`src/hw/rtl/mm_pkg.sv`:
```
// mm_pkg: shared constants, types and helpers of the matrix multiply block.
// No dependencies; used by mm_mac, mm_seq and matrix_multiply under hw/rtl.
`timescale 1ns / 1ps

package mm_pkg;

  localparam int MAX_DIM    = 8;
  localparam int ELEM_WIDTH = 16;

  localparam int DEPTH  = MAX_DIM * MAX_DIM;
  localparam int ADDR_W = (DEPTH > 1) ? $clog2(DEPTH) : 1;
  localparam int IDX_W  = 3;
  localparam int DIM_W  = 4;
  localparam int PROD_W = 2 * ELEM_WIDTH;
  localparam int ACC_W  = 35;
  localparam int CFG_AW = 4;
  localparam int CFG_DW = 32;

  typedef enum logic [1:0] {
    OP_WR_A    = 2'd0,
    OP_WR_B    = 2'd1,
    OP_COMPUTE = 2'd2,
    OP_NOP     = 2'd3
  } opcode_t;

  typedef enum logic [1:0] {
    REG_ROWS_A = 2'd0,
    REG_INNER  = 2'd1,
    REG_COLS_B = 2'd2
  } cfg_reg_t;

  typedef enum logic [1:0] {
    ST_IDLE,
    ST_WAIT,
    ST_RUN,
    ST_DRAIN
  } seq_state_t;

  typedef struct packed {
    logic valid;
    logic first;
    logic last;
  } mac_ctl_t;

  typedef struct packed {
    logic             load;
    logic [IDX_W-1:0] row;
    logic [IDX_W-1:0] col;
    logic             last;
  } res_ctl_t;

  // Dimension register to 1..MAX_DIM
  function automatic logic [DIM_W-1:0] clamp_dim(input logic [DIM_W-1:0] d);
    logic [DIM_W-1:0] r;
    begin
      if (d == '0) begin
        r = DIM_W'(1);
      end else if (d > DIM_W'(MAX_DIM)) begin
        r = DIM_W'(MAX_DIM);
      end else begin
        r = d;
      end
      return r;
    end
  endfunction

  function automatic logic [ADDR_W-1:0] elem_addr(input logic [IDX_W-1:0] r,
                                                   input logic [IDX_W-1:0] c);
    return ADDR_W'(int'(r) * MAX_DIM + int'(c));
  endfunction

endpackage

```
`src/hw/rtl/mm_ram.sv`:
```
// mm_ram: generic single-write, single-read RAM with registered read data.
// No dependencies.
`timescale 1ns / 1ps

module mm_ram #(
  parameter int WIDTH = 16,
  parameter int DEPTH = 64
) (
  input  logic                                        clk,
  input  logic                                        we,
  input  logic [((DEPTH > 1) ? $clog2(DEPTH) : 1)-1:0] waddr,
  input  logic [WIDTH-1:0]                            wdata,
  input  logic [((DEPTH > 1) ? $clog2(DEPTH) : 1)-1:0] raddr,
  output logic [WIDTH-1:0]                            rdata
);

  logic [WIDTH-1:0] mem_r [DEPTH];
  logic [WIDTH-1:0] rdata_r;

  always_ff @(posedge clk) begin
    if (we) begin
      mem_r[waddr] <= wdata;
    end
    rdata_r <= mem_r[raddr];
  end

  assign rdata = rdata_r;

endmodule

```
`src/hw/rtl/mm_mac.sv`:
```
// mm_mac: shared multiply-accumulate unit, product register then accumulator.
// Depends on mm_pkg.
`timescale 1ns / 1ps

module mm_mac (
  input  logic                                clk,
  input  logic                                rst_n,
  input  mm_pkg::mac_ctl_t                    ctl,
  input  logic signed [mm_pkg::ELEM_WIDTH-1:0] a_data,
  input  logic signed [mm_pkg::ELEM_WIDTH-1:0] b_data,
  output logic signed [mm_pkg::ACC_W-1:0]      acc,
  output logic                                done
);

  mm_pkg::mac_ctl_t                    c1_r, c2_r;
  logic signed [mm_pkg::PROD_W-1:0]    prod_r;
  logic signed [mm_pkg::ACC_W-1:0]     acc_r, acc_nxt;
  logic                                done_r;

  // c1 lines up with RAM read data, c2 with the product
  always_ff @(posedge clk) begin
    if (!rst_n) begin
      c1_r   <= '0;
      c2_r   <= '0;
      done_r <= 1'b0;
    end else begin
      c1_r   <= ctl;
      c2_r   <= c1_r;
      done_r <= c2_r.valid & c2_r.last;
    end
  end

  always_comb begin
    if (c2_r.first) begin
      acc_nxt = mm_pkg::ACC_W'(prod_r);
    end else begin
      acc_nxt = acc_r + mm_pkg::ACC_W'(prod_r);
    end
  end

  always_ff @(posedge clk) begin
    if (c1_r.valid) begin
      prod_r <= a_data * b_data;
    end
    if (c2_r.valid) begin
      acc_r <= acc_nxt;
    end
  end

  assign acc  = acc_r;
  assign done = done_r;

endmodule

```
`src/hw/rtl/mm_seq.sv`:
```
// mm_seq: sequencer stepping row, column and inner index of the product.
// Depends on mm_pkg.
`timescale 1ns / 1ps

module mm_seq (
  input  logic                        clk,
  input  logic                        rst_n,
  input  logic                        start,
  input  logic [mm_pkg::DIM_W-1:0]    nr,
  input  logic [mm_pkg::DIM_W-1:0]    nk,
  input  logic [mm_pkg::DIM_W-1:0]    nc,
  input  logic                        out_free,
  input  logic                        mac_done,
  output logic                        idle,
  output logic [mm_pkg::ADDR_W-1:0]   rd_addr_a,
  output logic [mm_pkg::ADDR_W-1:0]   rd_addr_b,
  output mm_pkg::mac_ctl_t            mac_ctl,
  output mm_pkg::res_ctl_t            res
);

  mm_pkg::seq_state_t          state_r, state_nxt;
  logic [mm_pkg::IDX_W-1:0]    i_r, i_nxt, j_r, j_nxt, k_r, k_nxt;
  logic                        k_last, j_last, i_last;

  assign k_last = ({1'b0, k_r} == (nk - mm_pkg::DIM_W'(1)));
  assign j_last = ({1'b0, j_r} == (nc - mm_pkg::DIM_W'(1)));
  assign i_last = ({1'b0, i_r} == (nr - mm_pkg::DIM_W'(1)));

  assign rd_addr_a = mm_pkg::elem_addr(i_r, k_r);
  assign rd_addr_b = mm_pkg::elem_addr(k_r, j_r);

  always_ff @(posedge clk) begin
    if (!rst_n) begin
      state_r <= mm_pkg::ST_IDLE;
      i_r     <= '0;
      j_r     <= '0;
      k_r     <= '0;
    end else begin
      state_r <= state_nxt;
      i_r     <= i_nxt;
      j_r     <= j_nxt;
      k_r     <= k_nxt;
    end
  end

  always_comb begin
    state_nxt     = state_r;
    i_nxt         = i_r;
    j_nxt         = j_r;
    k_nxt         = k_r;
    idle          = 1'b0;
    mac_ctl       = '0;
    res           = '0;
    res.row       = i_r;
    res.col       = j_r;
    res.last      = i_last & j_last;
    case (state_r)
      mm_pkg::ST_IDLE: begin
        idle = 1'b1;
        if (start) begin
          i_nxt     = '0;
          j_nxt     = '0;
          k_nxt     = '0;
          state_nxt = mm_pkg::ST_WAIT;
        end
      end
      mm_pkg::ST_WAIT: begin
        if (out_free) begin
          state_nxt = mm_pkg::ST_RUN;
        end
      end
      mm_pkg::ST_RUN: begin
        mac_ctl.valid = 1'b1;
        mac_ctl.first = (k_r == '0);
        mac_ctl.last  = k_last;
        if (k_last) begin
          k_nxt     = '0;
          state_nxt = mm_pkg::ST_DRAIN;
        end else begin
          k_nxt = k_r + mm_pkg::IDX_W'(1);
        end
      end
      mm_pkg::ST_DRAIN: begin
        if (mac_done) begin
          res.load = 1'b1;
          if (i_last && j_last) begin
            state_nxt = mm_pkg::ST_IDLE;
          end else begin
            state_nxt = mm_pkg::ST_WAIT;
            if (j_last) begin
              j_nxt = '0;
              i_nxt = i_r + mm_pkg::IDX_W'(1);
            end else begin
              j_nxt = j_r + mm_pkg::IDX_W'(1);
            end
          end
        end
      end
      default: begin
        state_nxt = mm_pkg::ST_IDLE;
      end
    endcase
  end

endmodule

```
`src/hw/rtl/matrix_multiply.sv`:
```
// matrix_multiply: loads A and B element by element, then streams C = A * B.
// Element writes: one transfer per cycle while idle, no result.
// Compute: per result element a start step, inner MACs through one shared multiplier,
// then RAM read, product and accumulate stages; the start step waits while the
// output register is held; busy until the final element is loaded, no input transfer.
// Reset (rst_n, synchronous): dimensions to 1, sequencer idle, element stores kept.
`timescale 1ns / 1ps

module matrix_multiply (
  input  logic                                  clk,
  input  logic                                  rst_n,
  input  logic                                  in_valid,
  output logic                                  in_ready,
  input  logic [1:0]                            in_opcode,
  input  logic [mm_pkg::IDX_W-1:0]              in_row,
  input  logic [mm_pkg::IDX_W-1:0]              in_col,
  input  logic signed [mm_pkg::ELEM_WIDTH-1:0]  in_value,
  output logic                                  out_valid,
  input  logic                                  out_ready,
  output logic [mm_pkg::IDX_W-1:0]              out_row,
  output logic [mm_pkg::IDX_W-1:0]              out_col,
  output logic signed [mm_pkg::ACC_W-1:0]       out_value,
  output logic                                  out_last,
  input  logic                                  psel,
  input  logic                                  penable,
  input  logic                                  pwrite,
  input  logic [mm_pkg::CFG_AW-1:0]             paddr,
  input  logic [mm_pkg::CFG_DW-1:0]             pwdata,
  output logic [mm_pkg::CFG_DW-1:0]             prdata,
  output logic                                  pready
);

  logic [mm_pkg::DIM_W-1:0]       rows_a_r, inner_r, cols_b_r;
  logic [mm_pkg::DIM_W-1:0]       rd_val;
  logic                           cfg_wr;
  logic                           in_xfer, in_pos_ok, wr_a, wr_b, start;
  logic [mm_pkg::ADDR_W-1:0]      wr_addr, rd_addr_a, rd_addr_b;
  logic [mm_pkg::ELEM_WIDTH-1:0]  a_rdata, b_rdata;
  logic                           idle, out_free, mac_done;
  logic signed [mm_pkg::ACC_W-1:0] acc;
  mm_pkg::mac_ctl_t               mac_ctl;
  mm_pkg::res_ctl_t               res;

  logic                           out_valid_r, out_valid_nxt;
  logic [mm_pkg::IDX_W-1:0]       out_row_r, out_col_r;
  logic signed [mm_pkg::ACC_W-1:0] out_value_r;
  logic                           out_last_r;

  // Configuration
  assign pready = 1'b1;
  assign cfg_wr = psel & penable & pwrite;

  always_ff @(posedge clk) begin
    if (!rst_n) begin
      rows_a_r <= mm_pkg::DIM_W'(1);
      inner_r  <= mm_pkg::DIM_W'(1);
      cols_b_r <= mm_pkg::DIM_W'(1);
    end else if (cfg_wr) begin
      case (paddr[3:2])
        mm_pkg::REG_ROWS_A: rows_a_r <= pwdata[mm_pkg::DIM_W-1:0];
        mm_pkg::REG_INNER:  inner_r  <= pwdata[mm_pkg::DIM_W-1:0];
        mm_pkg::REG_COLS_B: cols_b_r <= pwdata[mm_pkg::DIM_W-1:0];
        default: ;
      endcase
    end
  end

  always_comb begin
    case (paddr[3:2])
      mm_pkg::REG_ROWS_A: rd_val = rows_a_r;
      mm_pkg::REG_INNER:  rd_val = inner_r;
      mm_pkg::REG_COLS_B: rd_val = cols_b_r;
      default:            rd_val = '0;
    endcase
  end

  assign prdata = mm_pkg::CFG_DW'(rd_val);

  // Input transfers
  assign in_ready  = idle;
  assign in_xfer   = in_valid & in_ready;
  assign in_pos_ok = (int'(in_row) < mm_pkg::MAX_DIM) && (int'(in_col) < mm_pkg::MAX_DIM);
  assign wr_a      = in_xfer && in_pos_ok && (in_opcode == mm_pkg::OP_WR_A);
  assign wr_b      = in_xfer && in_pos_ok && (in_opcode == mm_pkg::OP_WR_B);
  assign start     = in_xfer && (in_opcode == mm_pkg::OP_COMPUTE);
  assign wr_addr   = mm_pkg::elem_addr(in_row, in_col);

  mm_ram #(
    .WIDTH (mm_pkg::ELEM_WIDTH),
    .DEPTH (mm_pkg::DEPTH)
  ) u_store_a (
    .clk   (clk),
    .we    (wr_a),
    .waddr (wr_addr),
    .wdata (in_value),
    .raddr (rd_addr_a),
    .rdata (a_rdata)
  );

  mm_ram #(
    .WIDTH (mm_pkg::ELEM_WIDTH),
    .DEPTH (mm_pkg::DEPTH)
  ) u_store_b (
    .clk   (clk),
    .we    (wr_b),
    .waddr (wr_addr),
    .wdata (in_value),
    .raddr (rd_addr_b),
    .rdata (b_rdata)
  );

  mm_seq u_seq (
    .clk       (clk),
    .rst_n     (rst_n),
    .start     (start),
    .nr        (mm_pkg::clamp_dim(rows_a_r)),
    .nk        (mm_pkg::clamp_dim(inner_r)),
    .nc        (mm_pkg::clamp_dim(cols_b_r)),
    .out_free  (out_free),
    .mac_done  (mac_done),
    .idle      (idle),
    .rd_addr_a (rd_addr_a),
    .rd_addr_b (rd_addr_b),
    .mac_ctl   (mac_ctl),
    .res       (res)
  );

  mm_mac u_mac (
    .clk    (clk),
    .rst_n  (rst_n),
    .ctl    (mac_ctl),
    .a_data ($signed(a_rdata)),
    .b_data ($signed(b_rdata)),
    .acc    (acc),
    .done   (mac_done)
  );

  // Output register
  assign out_free = ~out_valid_r | out_ready;

  always_comb begin
    if (res.load) begin
      out_valid_nxt = 1'b1;
    end else if (out_ready) begin
      out_valid_nxt = 1'b0;
    end else begin
      out_valid_nxt = out_valid_r;
    end
  end

  always_ff @(posedge clk) begin
    if (!rst_n) begin
      out_valid_r <= 1'b0;
    end else begin
      out_valid_r <= out_valid_nxt;
    end
  end

  always_ff @(posedge clk) begin
    if (res.load) begin
      out_row_r   <= res.row;
      out_col_r   <= res.col;
      out_value_r <= acc;
      out_last_r  <= res.last;
    end
  end

  assign out_valid = out_valid_r;
  assign out_row   = out_row_r;
  assign out_col   = out_col_r;
  assign out_value = out_value_r;
  assign out_last  = out_last_r;

endmodule
```
`config.mk`:
```
export PLATFORM = sky130hd
export DESIGN_NAME = matrix_multiply
export DESIGN_NICKNAME = d
export VERILOG_FILES = /design/src/hw/rtl/mm_pkg.sv /design/src/hw/rtl/mm_ram.sv /design/src/hw/rtl/mm_mac.sv /design/src/hw/rtl/mm_seq.sv /design/src/hw/rtl/matrix_multiply.sv
export SDC_FILE = /design/constraint.sdc
export NUM_CORES = 2
export LEC_CHECK = 0
export BUFFER_PORTS_ARGS = -buffer_cell sky130_fd_sc_hd__buf_2
export CORE_UTILIZATION = 57
export DETAILED_ROUTE_END_ITERATION = 16
export HOLD_SLACK_MARGIN = 0.1
export PLACE_DENSITY = 0.75
export SYNTH_ARGS = -nofsm -noshare
export SYNTH_HDL_FRONTEND = slang
export SYNTH_SLANG_ARGS = --single-unit
```
`constraint.sdc`:
```
create_clock -name clk -period 6.2 [get_ports clk]
set_clock_uncertainty 0.2 [all_clocks]
set_input_delay 0 -clock clk [delete_from_list [all_inputs] [get_ports clk]]
set_output_delay 0 -clock clk [all_outputs]
set_load 0.1 [all_outputs]
```
==> impl.org <==
** Status
- Status :: finished clean

** Min path
- Number of cells on the worst hold path :: 7
- The worst hold path belongs to the class input pin to flip-flop.
- End point of the most critical hold path :: inner_r[1]$_SDFFE_PN0P_
- The startpoint identified for the worst hold timing path is pwrite.

** Timing
- The tightest hold path in the finished design has a slack of approximately 210 ps.
- Dividing the final minimum period by the clock period gives 0.9763.
- Endpoints failing setup :: 0
- Slew Limit Fails :: 0
- The count of endpoints failing hold in the final timing report is 0.
- Derived from the worst setup path, the maximum achievable clock frequency is ~0.17 GHz.
- Slew HR :: 0.1597
- For the pin with the worst max-slew slack, the measured transition is ~1300 ps.
- Minimum period implied by the final worst setup slack :: ~6000 ps
- In the final timing run, aggregate negative setup slack is 0 ps.

** Setup path
- The worst setup path is launched from a flip-flop.
- CP Launch Point :: u_store_a.rdata[12]$_DFF_P_
- The startpoint identified for the worst register-to-register timing path is u_store_a.rdata[12]$_DFF_P_.
- Type of the worst setup path :: flip-flop to flip-flop
- The worst register-to-register path ends at u_mac.prod_r[29]$_DFFE_PP_.
- Maximum single-stage delay on the critical path :: approximately 570 ps
- Grouping stages by cell kind, the critical path spends the most delay in adder cells.
- The largest individual stage delay along the critical path comes from the cell sky130_fd_sc_hd__fa_1.
- Crit path top cell by count :: sky130_fd_sc_hd__fa_1
- The critical path goes through nand2_1 > fa_1 > fa_1 > inv_1 > fa_1 > fa_1 > fa_1 > inv_1 > fa_1 > inv_1 > ha_1 > a21o_1 > a21oi_1 > o21ai_1 > a21o_1 > a211oi_4 > o2bb2ai_4 > buf_4 > a221oi_2 > xnor2_1.
- The number of buffers and inverters on the critical path is 4.
- Arrival time worst endpoint :: between 6000 and 7000 ps
- Setup slack on the worst reg-to-reg path comes out at about 150 ps.
- Required time reported for the critical path endpoint :: 6600 ps
- Worst reg-to-reg path cell count :: 20
- The worst setup path is captured at a flip-flop.
- Crit path max fanout :: 5

** Route
- Via Count :: around 50000
- For this block, the routed nets add up to around 230000 um of wire.
- Via-per-instance ratio :: 6.381
- DRC violations left :: 0
- The count of nets left with antenna violations once routing finished came out at 0.
- In this run, the number of DRC markers left after iteration 0 of detailed routing was approximately 6600.
- After detailed routing, the average wire length per cell comes to a little over 30 um.
- Length of the first detailed-routing pass in iterations :: 6

** Global routing
- Across every metal layer, demand over resource in global routing totals 0.2764.
- Final global-route overflow total :: 0
- The number of global-route vias before repair is ~50000.
- Initial antenna violation count :: 19
- Maximum number of pins on one net before global-route repair :: between 100 and 150
- Wire length of the first global-routing pass :: about 340000 um

** Cells and area
- The final layout contains 5735 nets.
- From synthesis to final layout, the design area changed by 13.30%.
- Registers take about 66000 um2.
- Proportion of layout cells with a drive suffix above 1 :: 0.2581
- Area taken by multi-input logic gates :: roughly 28000 um2
- Count of fill cells added during filler insertion :: around 11000
- The finished cells cover ~110000 um2.

** Synthesis
- Most common library cells after synthesis :: sky130_fd_sc_hd__edfxtp_1 (2157), sky130_fd_sc_hd__mux4_2 (672), sky130_fd_sc_hd__inv_1 (313), sky130_fd_sc_hd__fa_1 (263), sky130_fd_sc_hd__nand2_1 (222)
- Seq/Total Area, Yosys :: 0.6893
- Of the total synthesized cell area, the portion taken by full adders, half adders and majority gates is 0.07155.
- Area share of xor/xnor cells in the synthesized design :: 0.006217
- By area, the combinational part of the netlist is dominated by multiplexers.
- For this run, the number of Yosys warnings is 0.
- Seq cells post-synth :: roughly 2200
- Summed over all instances, the cell type with the most area after synthesis is sky130_fd_sc_hd__edfxtp_1.
- Mux contribution to synthesized area :: 0.1606
- A synthesized cell averages 19.83 um2.
- Synthesized-area fraction occupied by and/or/nand/nor cells :: 0.03283
- Number of synthesized flops with an enable pin :: between 2000 and 2500
- Cell with the most instances after synthesis :: sky130_fd_sc_hd__edfxtp_1
- Predominant post-synthesis flop cell :: sky130_fd_sc_hd__edfxtp_1
- Synth async-reset ratio :: 0
- Summed instance area of the synthesized netlist :: around 96000 um2
- By area the synthesized netlist is led by sky130_fd_sc_hd__edfxtp_1 (68%), sky130_fd_sc_hd__mux4_2 (16%), sky130_fd_sc_hd__fa_1 (5.5%), sky130_fd_sc_hd__ha_1 (1.7%), sky130_fd_sc_hd__dfxtp_1 (1.3%).
- The fraction of the mapped netlist area in compound gates came to 0.01570.
- The share of synthesized area in the top cell type comes to 0.6761.
- In the synthesized netlist, the number of instances is 4830.
- Post-synth cell types :: 70

** Die
- In this run the horizontal extent of the chip is 412.0 um.
- Floorplan die area :: around 170000 um2
- Starting density of the core :: 0.5735
- Number of placement rows :: 150
- Top-level I/O count :: between 100 and 150
- Area of the placeable core :: approximately 170000 um2
- DIE HEIGHT :: around 410 um

** Run
- # Max-Cap Violations :: 0

** CTS
- Depth of the CTS H-tree :: 4
- For the worst-skew pair, the clock arrives at the later sink with an insertion delay of about 860 ps.
- The clock passes through at most 3 buffers.
- After clock tree synthesis, the clock-pin slew on the worst setup and hold paths is 70 ps.
- TritonCTS built the clock tree.
- Buffers inserted during clock tree synthesis total around 210.
- CTS saw 2220 sinks.
- In this run the clock root is driven by a sky130_fd_sc_hd__clkbuf_16.

** Place
- Detailed-placement wirelength estimate :: 134000 um
- GP Congestion :: around 0.9
- Count of buffers inserted at the top-level ports :: 84
- The placed instances occupy a cell area of around 100000 um2.
==> worst max path at each step <==
stage | end | cells past startpoint | slack [ps]
finish | u_mac.prod_r[29]$_DFFE_PP_ | 20 | 150
global route | u_mac.prod_r[29]$_DFFE_PP_ | 20 | -50
CTS | u_mac.prod_r[29]$_DFFE_PP_ | 20 | 10
detailed placement | u_mac.prod_r[31]$_DFFE_PP_ | 20 | -150
global placement | u_mac.prod_r[31]$_DFFE_PP_ | 20 | -30
floorplan | u_mac.prod_r[29]$_DFFE_PP_ | 21 | -10
==> registers in the layout (all words and copies together), names as in the netlist <==
signal / cells
out_value: 35
out_last: 1
u_mac.c1_r: 3
cols_b_r: 4
u_seq.i_r: 3
rows_a_r: 4
u_mac.done: 1
out_row: 3
u_store_b.mem_r: 1024
u_store_b.rdata: 16
u_store_a.mem_r: 1024
u_mac.c2_r: 3
u_mac.acc: 35
u_seq.k_r: 3
inner_r: 4
u_seq.j_r: 3
u_mac.prod_r: 32
u_seq.state_r: 2
out_valid: 1
u_store_a.rdata: 16
out_col: 3
==> what timing repair did <==
action                                 4_1_cts  5_1_grt
buffers inserted                             0        5
hold buffers                                91        0
setup endpoints to repair                    4       11
pin swaps                                    0       15
endpoints found under the hold margin     3972        0
resized for setup                            4       36
==> per-stage QoR <==
| stage | utilization | setup slack [ps] | instances |
|---|---|---|---|
| 2_1_floorplan | - | -9.706 | 4857 |
| 3_3_place_gp | 0.6003 | -28.91 | 7172 |
| 3_5_place_dp | 0.6003 | -148.5 | 7172 |
| 4_1_cts | 0.6486 | 13.87 | 7654 |
| 5_1_grt | 0.6497 | -54.02 | 7659 |
| 6_report | 0.6498 | 147.1 | 7666 |
==> final cells by class <==
| cell class | instances | area share |
|---|---|---|
| Clock inverter | 135 | 0.01378 |
| Inverter | 314 | 0.01088 |
| Sequential cell | 2220 | 0.6088 |
| Multi-Input combinational cell | 2077 | 0.2555 |
| Timing Repair Buffer | 453 | 0.03486 |
| Tap cell | 2204 | 0.02541 |
| Antenna cell | 7 | 0.0001614 |
| Clock buffer | 256 | 0.05060 |
==> cells by family after synthesis <==
logic type / after synthesis
fa+ha+maj: 390
compound gates: 227
other cells: 2
xor+xnor: 68
mux: 696
flops: 2220
simple gates: 667
buf+inv: 560
==> worst min-delay path: stages <==
cell	delay [ps]
sky130_fd_sc_hd__buf_2	90
sky130_fd_sc_hd__nand3_1	70
sky130_fd_sc_hd__dlygate4sd3_1	600
sky130_fd_sc_hd__nor2_1	60
sky130_fd_sc_hd__nand2_1	190
sky130_fd_sc_hd__mux2i_1	120
sky130_fd_sc_hd__nor2b_1	100
==> cell usage in the layout, fill, tap and decap left out, types with 10 or more instances in the layout <==
master,count
sky130_fd_sc_hd__edfxtp_1,2157
sky130_fd_sc_hd__mux4_2,672
sky130_fd_sc_hd__inv_1,309
sky130_fd_sc_hd__buf_4,278
sky130_fd_sc_hd__fa_1,257
sky130_fd_sc_hd__nand2_1,221
sky130_fd_sc_hd__clkbuf_16,213
sky130_fd_sc_hd__nor2_1,185
sky130_fd_sc_hd__and2_1,125
sky130_fd_sc_hd__ha_1,125
sky130_fd_sc_hd__dlygate4sd3_1,79
sky130_fd_sc_hd__buf_2,68
sky130_fd_sc_hd__a21oi_1,58
sky130_fd_sc_hd__o21ai_0,51
sky130_fd_sc_hd__clkinv_1,49
sky130_fd_sc_hd__xnor2_1,47
sky130_fd_sc_hd__dfxtp_1,45
sky130_fd_sc_hd__clkbuf_1,43
sky130_fd_sc_hd__a21o_1,33
sky130_fd_sc_hd__clkinv_2,30
sky130_fd_sc_hd__conb_1,29
sky130_fd_sc_hd__bufinv_16,27
sky130_fd_sc_hd__nor2b_1,26
sky130_fd_sc_hd__buf_12,23
sky130_fd_sc_hd__xor2_1,21
sky130_fd_sc_hd__mux2i_1,21
sky130_fd_sc_hd__nand3_1,20
sky130_fd_sc_hd__nand2b_1,20
sky130_fd_sc_hd__nor3_1,13
sky130_fd_sc_hd__and3_1,11
sky130_fd_sc_hd__inv_6,11
sky130_fd_sc_hd__dfxtp_2,10
==> per-layer routing <==
metal  global-route usage  wire length (um)
met1               0.3870             88100
met2               0.4392            112500
met3              0.05588             22750
met4              0.09508              8245
met5                    0               103
Power is left out: the tool's default activity adds up to more than one toggle a clock period on the data nets, which glitch-free logic cannot reach.
